===== src/rtl/core/r2h_pkg.sv =====
// Shared types and constants for the RGB to HSV conversion core.
// Depends on nothing; every other file of the core uses it by scoped names.
package r2h_pkg;

   // Number of quotient bits produced by the divider chain, one per cell.
   localparam int QuoBits = 16;
   // Remainder widths: the saturation divisor is the 8-bit maximum, the hue
   // divisor is six times an 8-bit delta.
   localparam int SatRemBits = 8;
   localparam int HueRemBits = 11;

   // One input word: an RGB pixel with 8 bits per channel.
   typedef struct packed {
      logic [7:0] red;
      logic [7:0] green;
      logic [7:0] blue;
   } r2h_pixel_type;

   // One result word: hue, saturation and value.
   typedef struct packed {
      logic [15:0] hue;
      logic [15:0] saturation;
      logic [7:0]  brightness;
   } r2h_hsv_type;

   // Data handed from one divider cell to the next.
   typedef struct packed {
      logic                  valid;
      logic                  gray;
      logic [7:0]            bright;
      logic [SatRemBits-1:0] sat_rem;
      logic [SatRemBits-1:0] sat_den;
      logic [QuoBits-1:0]    sat_num;
      logic [QuoBits-1:0]    sat_quo;
      logic [HueRemBits-1:0] hue_rem;
      logic [HueRemBits-1:0] hue_den;
      logic [QuoBits-1:0]    hue_quo;
   } r2h_lane_type;

endpackage


===== src/rtl/core/r2h_prep.sv =====
// Front stage of the conversion core: max, min, delta, hue sector position
// and the saturation numerator, registered. Depends on r2h_pkg.
module r2h_prep (
   input  logic                   clock,
   input  logic                   reset,
   input  logic                   advance,
   input  logic                   in_valid,
   input  r2h_pkg::r2h_pixel_type in_pixel,
   output r2h_pkg::r2h_lane_type  lane_ff
);

   r2h_pkg::r2h_lane_type lane_in;
   logic [7:0]  r, g, b, mx, mn, delta;
   logic        red_top, green_top;
   logic [11:0] d2, d4, d6, pos;
   logic [23:0] sat_numer;

   always_comb begin
      r = in_pixel.red;
      g = in_pixel.green;
      b = in_pixel.blue;
      // Largest channel, red winning ties over green, green over blue.
      red_top   = (r >= g) && (r >= b);
      green_top = !red_top && (g >= b);
      mx = red_top ? r : (green_top ? g : b);
      mn = (r <= g) ? ((r <= b) ? r : b) : ((g <= b) ? g : b);
      delta = mx - mn;
      d2 = {3'b000, delta, 1'b0};
      d4 = {2'b00, delta, 2'b00};
      d6 = d2 + d4;
      // Position within the turn in units of 1/(6*delta), already wrapped
      // into the range below one turn.
      if (red_top) begin
         pos = (g >= b) ? ({4'b0000, g} - {4'b0000, b})
                        : (d6 + {4'b0000, g} - {4'b0000, b});
      end else if (green_top) begin
         pos = d2 + {4'b0000, b} - {4'b0000, r};
      end else begin
         pos = d4 + {4'b0000, r} - {4'b0000, g};
      end
      // delta * 65535 without a multiplier.
      sat_numer = {delta, 16'h0000} - {16'h0000, delta};

      lane_in.valid   = in_valid;
      lane_in.gray    = (delta == 8'd0);
      lane_in.bright  = mx;
      lane_in.sat_rem = sat_numer[23:16];
      lane_in.sat_den = mx;
      lane_in.sat_num = sat_numer[15:0];
      lane_in.sat_quo = '0;
      lane_in.hue_rem = pos[r2h_pkg::HueRemBits-1:0];
      lane_in.hue_den = d6[r2h_pkg::HueRemBits-1:0];
      lane_in.hue_quo = '0;
   end

   // Stage register; only the valid bit is cleared by reset.
   always_ff @(posedge clock) begin
      if (reset) begin
         lane_ff.valid <= 1'b0;
      end else if (advance) begin
         lane_ff.valid <= lane_in.valid;
      end
      if (advance) begin
         lane_ff.gray    <= lane_in.gray;
         lane_ff.bright  <= lane_in.bright;
         lane_ff.sat_rem <= lane_in.sat_rem;
         lane_ff.sat_den <= lane_in.sat_den;
         lane_ff.sat_num <= lane_in.sat_num;
         lane_ff.sat_quo <= lane_in.sat_quo;
         lane_ff.hue_rem <= lane_in.hue_rem;
         lane_ff.hue_den <= lane_in.hue_den;
         lane_ff.hue_quo <= lane_in.hue_quo;
      end
   end

endmodule


===== src/rtl/core/r2h_cell.sv =====
// One divider cell: a restoring step for both the saturation and the hue
// quotient, one quotient bit each, registered. Depends on r2h_pkg.
module r2h_cell (
   input  logic                  clock,
   input  logic                  reset,
   input  logic                  advance,
   input  r2h_pkg::r2h_lane_type lane_prev,
   output r2h_pkg::r2h_lane_type lane_ff
);

   r2h_pkg::r2h_lane_type lane_in;
   logic [r2h_pkg::SatRemBits:0] sat_try;
   logic [r2h_pkg::HueRemBits:0] hue_try;
   logic                         sat_bit, hue_bit;

   always_comb begin
      lane_in = lane_prev;
      // Saturation: bring in the next numerator bit and try to subtract.
      sat_try = {lane_prev.sat_rem, lane_prev.sat_num[r2h_pkg::QuoBits-1]};
      sat_bit = (sat_try >= {1'b0, lane_prev.sat_den});
      lane_in.sat_rem = sat_bit ? r2h_pkg::SatRemBits'(sat_try - {1'b0, lane_prev.sat_den})
                                : sat_try[r2h_pkg::SatRemBits-1:0];
      lane_in.sat_num = {lane_prev.sat_num[r2h_pkg::QuoBits-2:0], 1'b0};
      lane_in.sat_quo = {lane_prev.sat_quo[r2h_pkg::QuoBits-2:0], sat_bit};
      // Hue: the numerator continues with zeros.
      hue_try = {lane_prev.hue_rem, 1'b0};
      hue_bit = (hue_try >= {1'b0, lane_prev.hue_den});
      lane_in.hue_rem = hue_bit ? r2h_pkg::HueRemBits'(hue_try - {1'b0, lane_prev.hue_den})
                                : hue_try[r2h_pkg::HueRemBits-1:0];
      lane_in.hue_quo = {lane_prev.hue_quo[r2h_pkg::QuoBits-2:0], hue_bit};
   end

   // Cell register; only the valid bit is cleared by reset.
   always_ff @(posedge clock) begin
      if (reset) begin
         lane_ff.valid <= 1'b0;
      end else if (advance) begin
         lane_ff.valid <= lane_in.valid;
      end
      if (advance) begin
         lane_ff.gray    <= lane_in.gray;
         lane_ff.bright  <= lane_in.bright;
         lane_ff.sat_rem <= lane_in.sat_rem;
         lane_ff.sat_den <= lane_in.sat_den;
         lane_ff.sat_num <= lane_in.sat_num;
         lane_ff.sat_quo <= lane_in.sat_quo;
         lane_ff.hue_rem <= lane_in.hue_rem;
         lane_ff.hue_den <= lane_in.hue_den;
         lane_ff.hue_quo <= lane_in.hue_quo;
      end
   end

endmodule


===== src/rtl/core/rgb_to_hsv_convert_core.sv =====
// Top level of the RGB to HSV conversion core: front stage and a row of
// divider cells. Depends on r2h_pkg, r2h_prep and r2h_cell.
//
//   channel | ports                          | word
//   input   | req_valid, req_stall, req_data | r2h_pixel_type
//   result  | rsp_valid, rsp_stall, rsp_data | r2h_hsv_type
//
// One pixel is accepted per cycle while the row is not stalled. The path is 17 registers
// deep, one front stage and one divider cell per quotient bit (16).
// Reset clears the valid bits of every stage; the data registers are not reset.
// A stalled result holds the whole row, and req_stall follows it in the same cycle.
module rgb_to_hsv_convert_core (
   input  logic                   clock,
   input  logic                   reset,
   input  logic                   req_valid,
   output logic                   req_stall,
   input  r2h_pkg::r2h_pixel_type req_data,
   output logic                   rsp_valid,
   input  logic                   rsp_stall,
   output r2h_pkg::r2h_hsv_type   rsp_data
);

   r2h_pkg::r2h_lane_type lane [0:r2h_pkg::QuoBits];
   logic                  advance;

   // The row moves unless a finished word is held at the output.
   assign advance   = !(rsp_valid && rsp_stall);
   assign req_stall = !advance;

   r2h_prep u_prep (
      .clock    (clock),
      .reset    (reset),
      .advance  (advance),
      .in_valid (req_valid),
      .in_pixel (req_data),
      .lane_ff  (lane[0])
   );

   // One cell per quotient bit.
   for (genvar i = 0; i < r2h_pkg::QuoBits; i++) begin : g_cell
      r2h_cell u_cell (
         .clock     (clock),
         .reset     (reset),
         .advance   (advance),
         .lane_prev (lane[i]),
         .lane_ff   (lane[i+1])
      );
   end

   // Gray pixels give zero hue and zero saturation.
   assign rsp_valid           = lane[r2h_pkg::QuoBits].valid;
   assign rsp_data.hue        = lane[r2h_pkg::QuoBits].gray ? 16'h0000
                                                            : lane[r2h_pkg::QuoBits].hue_quo;
   assign rsp_data.saturation = lane[r2h_pkg::QuoBits].gray ? 16'h0000
                                                            : lane[r2h_pkg::QuoBits].sat_quo;
   assign rsp_data.brightness = lane[r2h_pkg::QuoBits].bright;

endmodule


===== config.mk =====
export PLATFORM = sky130hd
export DESIGN_NAME = rgb_to_hsv_convert_core
export DESIGN_NICKNAME = d
export VERILOG_FILES = /design/src/rtl/core/r2h_pkg.sv /design/src/rtl/core/r2h_prep.sv /design/src/rtl/core/r2h_cell.sv /design/src/rtl/core/rgb_to_hsv_convert_core.sv
export SDC_FILE = /design/constraint.sdc
export NUM_CORES = 2
export LEC_CHECK = 0
export ABC_AREA = 0
export BUFFER_PORTS_ARGS = -buffer_cell sky130_fd_sc_hd__buf_2
export CORE_MARGIN = 4
export CORE_UTILIZATION = 45
export CTS_CLUSTER_SIZE = 10
export DETAILED_ROUTE_END_ITERATION = 6
export MAX_ROUTING_LAYER = met4
export PLACE_DENSITY = 0.6
export REMOVE_ABC_BUFFERS = 1
export SLEW_MARGIN = 20
export SYNTH_ARGS = -nofsm -noshare
export SYNTH_HDL_FRONTEND = slang
export SYNTH_SLANG_ARGS = --single-unit

===== constraint.sdc =====
create_clock -name clock -period 51.9 [get_ports clock]
set_clock_uncertainty 0.1 [all_clocks]
set_input_delay 5.19 -clock clock [delete_from_list [all_inputs] [get_ports clock]]
set_output_delay 5.19 -clock clock [all_outputs]
set_load 0.03 [all_outputs]

After elaboration in Yosys (flattened, before gate mapping)
Index checks and enable logic that the tools add are counted.
{ "totals": {"register_bits": 1058, "latch_bits": 0, "ramBits": 0, "rom_bits": 0, "input_bits": 28, "output_inout_bits": 42, "wordCells": 285, "mem_count": 0} }
{ "op_classes": {"addsub": 40, "mul": 0, "n_div": 0, "order_cmp": 38, "n_eq_ne": 0, "n_shift": 0, "n_mux": 40, "n_bitwise": 0, "reduce_logical": 5} }
{ "ops": {"columns": ["cell", "n"], "rows": [
  ["11-bit 2-to-1 mux", 18],
  ["12-bit by 11-bit greater-or-equal comparator with 1-bit output", 16],
  ["11-bit subtractor", 15],
  ["8-bit 2-to-1 mux", 20],
  ["9-bit by 8-bit greater-or-equal comparator with 1-bit output", 16],
  ["8-bit subtractor", 16],
  ["11-bit by 8-bit subtractor with 11-bit output", 3],
  ["16-bit 2-to-1 mux", 2],
  ["8-bit greater-or-equal comparator", 3],
  ["8-bit <= comparator", 3],
  ["24-bit by 8-bit subtractor with 24-bit output", 1],
  ["10-bit by 8-bit adder with 11-bit output", 1],
  ["11-bit by 8-bit adder with 11-bit output", 1],
  ["9-bit by 10-bit adder with 11-bit output", 1],
  ["9-bit by 8-bit adder with 10-bit output", 1],
  ["8-bit by 8-bit subtractor with 9-bit output", 1],
  ["8-bit logical NOT", 1],
  ["1-bit logical AND", 3],
  ["1-bit logical NOT", 1]
]} }

Depth between registers and ports, before layout
{ "logic_depth": {"ltp_word": 12, "ltp_mapped": 33, "depth_no_buf": 32} }

By module
From an unflattened synthesis, not the netlist that was laid out.
{ "unflattened": {"hier_cells": 4794, "area_unflattened_um2": 71043.1} }
{ "by_module_without_submodules": {"columns": ["module", "n_inst", "cells_per_inst", "area_per_inst_um2", "seq_area_each_um2"], "rows": [
  ["r2h_cell at g_cell[13].u_cell ...", 8, 256, 4076.4, 2842.7],
  ["r2h_cell at g_cell[0].u_cell ...", 8, 258, 4020.1, 2842.7],
  ["r2h_prep", 1, 645, 6038.3, 1551.5],
  ["rgb_to_hsv_convert_core", 1, 37, 232.7, 0.0]
]} }

Worst setup path after synthesis
No wires, ideal clock.
{ "synth_timing": {"path_kind": "input to register", "from": "input rsp_stall", "to": "register g_cell[0].u_cell.lane_ff[0] in the netlist's numbering, enable pin", "setup_time_ps": 1719, "arrival_time_ps": 31746, "setup_slack_ps": 18335, "path_stages": 2, "path_cell_list": "nand2_1 > clkbuf_1"} }
{ "synth_between": {"elab_chain_cells": 1} }
{ "synth_rtl": {"columns": ["element", "line", "text"], "rows": [
  ["start: declaration", "rgb_to_hsv_convert_core.sv:19", "input logic rsp_stall,"],
  ["1-bit logical AND", "rgb_to_hsv_convert_core.sv:27", "assign advance = !(rsp_valid && rsp_stall);"],
  ["end: declaration", "r2h_cell.sv:8", "output r2h_pkg::r2h_lane_type lane_ff"]
]} }
Every way passes these cells.
A chain may end at the register's enable or synchronous reset.

==> metrics.txt <==
actual slew at the worst max-slew pin=1.06 ns; post-synthesis average cell area=12.8 sq um; post-cts resize count=0; fin crit period=12.34 ns; GP Congestion=0.878; CTS tree=built; height of the die=337 um; RSZ-0062 raised after global routing=no; Worst path slowest cell=xnor2_1; number of port buffers=69; Critical path buffers and inverters=4; row count=120; CTS max path bufs=3; WL final=84500 um; yosys warns=0; CTS root buf=clkbuf_16; GRT met2 Usage=0.281; Wirelength per Cell=15.7 um; Mapped Cells=3807; Starting Density=0.453; # clock sinks=992; Chip Width=337 um; WP data required=52.19 ns; GRT busiest layer=met2; Remaining DRCs=0; Seq/Total Area, Yosys=0.610; largest net degree at the start of global routing=185; global route overflow=0; area of the multi-input gates=16700 sq um; delay-heaviest family, CP=adder cells; Post-synth EDFFs=975; most frequent cells in the layout=975 x edfxtp_1, 550 x inv_1, 371 x ha_1; NumNets Final=4403; hold buffer count at CTS=0; Cell variety after synth=82; most common cell after layout, fill and taps aside=edfxtp_1; Synth Register Bits=992; die footprint=113000 sq um; # setup viols final=0; Setup TNS=0 ns; status=finished, final reports clean; DR iter-0 viols=1537; worst-skew pair later-pin latency=0.67 ns; GRT Total Usage=0.156; M3 GR Usage=0.0222; Async S/R FF share, synth=0; CP peak stage delay=0.68 ns; dominant synthesized flop cell=edfxtp_1; Setup Fix Bufs, Post-CTS=0; DR pass1 iterations=5; final period utilization=0.238; Cell Area, Synth=48600 sq um; CTS Buf Count=113; Final ANT Viol Nets=0; first-pass GRT wire length=139000 um; clock-pin slew on the worst setup and hold paths=0.05 ns; H-tree levels=3; DP Wirelength=60800 um; I/O pins=70; kind of critical path=input port to flip-flop; core area=107000 sq um; critical path launch point type=input port; Hold Vio Cnt, Final=0; vias per std cell=5.05; fin. max-slew vios=0; Slew HR=0.291; # fillers=9237; Syn-to-layout area delta=10.6%; FF/Latch Area=29600 sq um; share of post-route cells with drive strength above 1=0.0829; antenna violations before repair=0; vias in the first global route=28000; worst-path maximum fanout=9; Worst Path Arrival=12.63 ns; antenna diode count=0; CP Capture Type=flip-flop; DR vias=27300; Max-Cap Viols=0; met1 Use GR=0.180; fmax=81.0 MHz; min-delay worst type=flip-flop to flip-flop
==> cell type report <==
cell class / count / share of cell area
well taps: 1403 / 0.0327
flip-flops and latches: 992 / 0.551
inverters: 552 / 0.0385
repair buffers: 82 / 0.00847
multi-input cells: 2212 / 0.310
clock inverters: 16 / 0.00417
clock buffers: 141 / 0.0553
==> cells by family after synthesis <==
family                     synth area share
DFF                                   0.610
adders and majority gates             0.117
AOI/OAI and AO/OA                    0.0925
xor gates and xnor gates             0.0331
and+or+nand+nor                      0.0742
muxes                                0.0262
buffers and inverters                0.0479
==> stage by stage <==
| stage | std cells | setup slack (ns) | utilization | hold slack (ns) | area (sq um) |
|---|---|---|---|---|---|
| after floorplan | 3756 | 9.64 | - | 0.300 | 48300 |
| after CTS | 5398 | 39.63 | 0.501 | 0.311 | 53800 |
| after global routing | 5398 | 38.96 | 0.501 | 0.314 | 53800 |
| after detailed placement | 5241 | 38.89 | 0.472 | 0.305 | 50600 |
| final | 5398 | 39.56 | 0.501 | 0.311 | 53800 |
| after global placement | 5241 | 38.97 | 0.472 | 0.300 | 50600 |
==> synth_stat cells (all sizes together) (4+ instances only) <==
library cell | instances | area (sq um)
edfxtp | 975 | 29300
inv | 551 | 2070
ha | 371 | 4640
nand2 | 287 | 1080
o21ai | 252 | 1270
nor2 | 212 | 798
a21oi | 182 | 918
nor2b | 103 | 652
xnor2 | 102 | 920
mux2 | 93 | 1050
xor2 | 76 | 666
nand4 | 63 | 394
a21boi | 61 | 458
fa | 51 | 1020
a21o | 48 | 364
o31ai | 43 | 323
nand2b | 38 | 238
clkbuf | 36 | 155
a211oi | 23 | 195
nor3 | 23 | 125
mux2i | 21 | 226
o21bai | 19 | 143
a311oi | 17 | 149
dfxtp | 17 | 340
a221oi | 15 | 131
buf | 15 | 100
and3 | 14 | 92.6
and2 | 13 | 85.1
nand3 | 13 | 65.1
o21a | 11 | 90.1
o31a | 7 | 61.3
a211o | 6 | 52.6
o211a | 6 | 60.1
a22o | 5 | 43.8
o22ai | 4 | 31.3
==> metal layers <==
| layer | vias to the layer above | wire length, um |
|---|---|---|
| li1 | 13800 | - |
| met5 | - | 0 |
| met1 | 12900 | 35800 |
| met4 | 0 | 2050 |
| met2 | 373 | 43800 |
| met3 | 129 | 2820 |
==> sequential cells by signal (all words and copies together) (netlist names) <==
signal,cells
u_prep.lane_ff,52
g_cell.u_cell.lane_ff,940
==> final timing paths <==
path                                         to                          start  slack (ns)  depth (start not counted)
setup / recovery             u_prep.lane_ff[37]                    req_data[5]       39.56                         30
hold / removal    g_cell[13].u_cell.lane_ff[43]  g_cell[12].u_cell.lane_ff[42]        0.31                          0
setup reg to reg  g_cell[14].u_cell.lane_ff[82]  g_cell[15].u_cell.lane_ff[95]       47.06                          5
hold reg to reg   g_cell[13].u_cell.lane_ff[43]  g_cell[12].u_cell.lane_ff[42]        0.31                          0
Power is not shown: default switching activity piles up to over one toggle a cycle in this logic, so the estimate is an artifact.
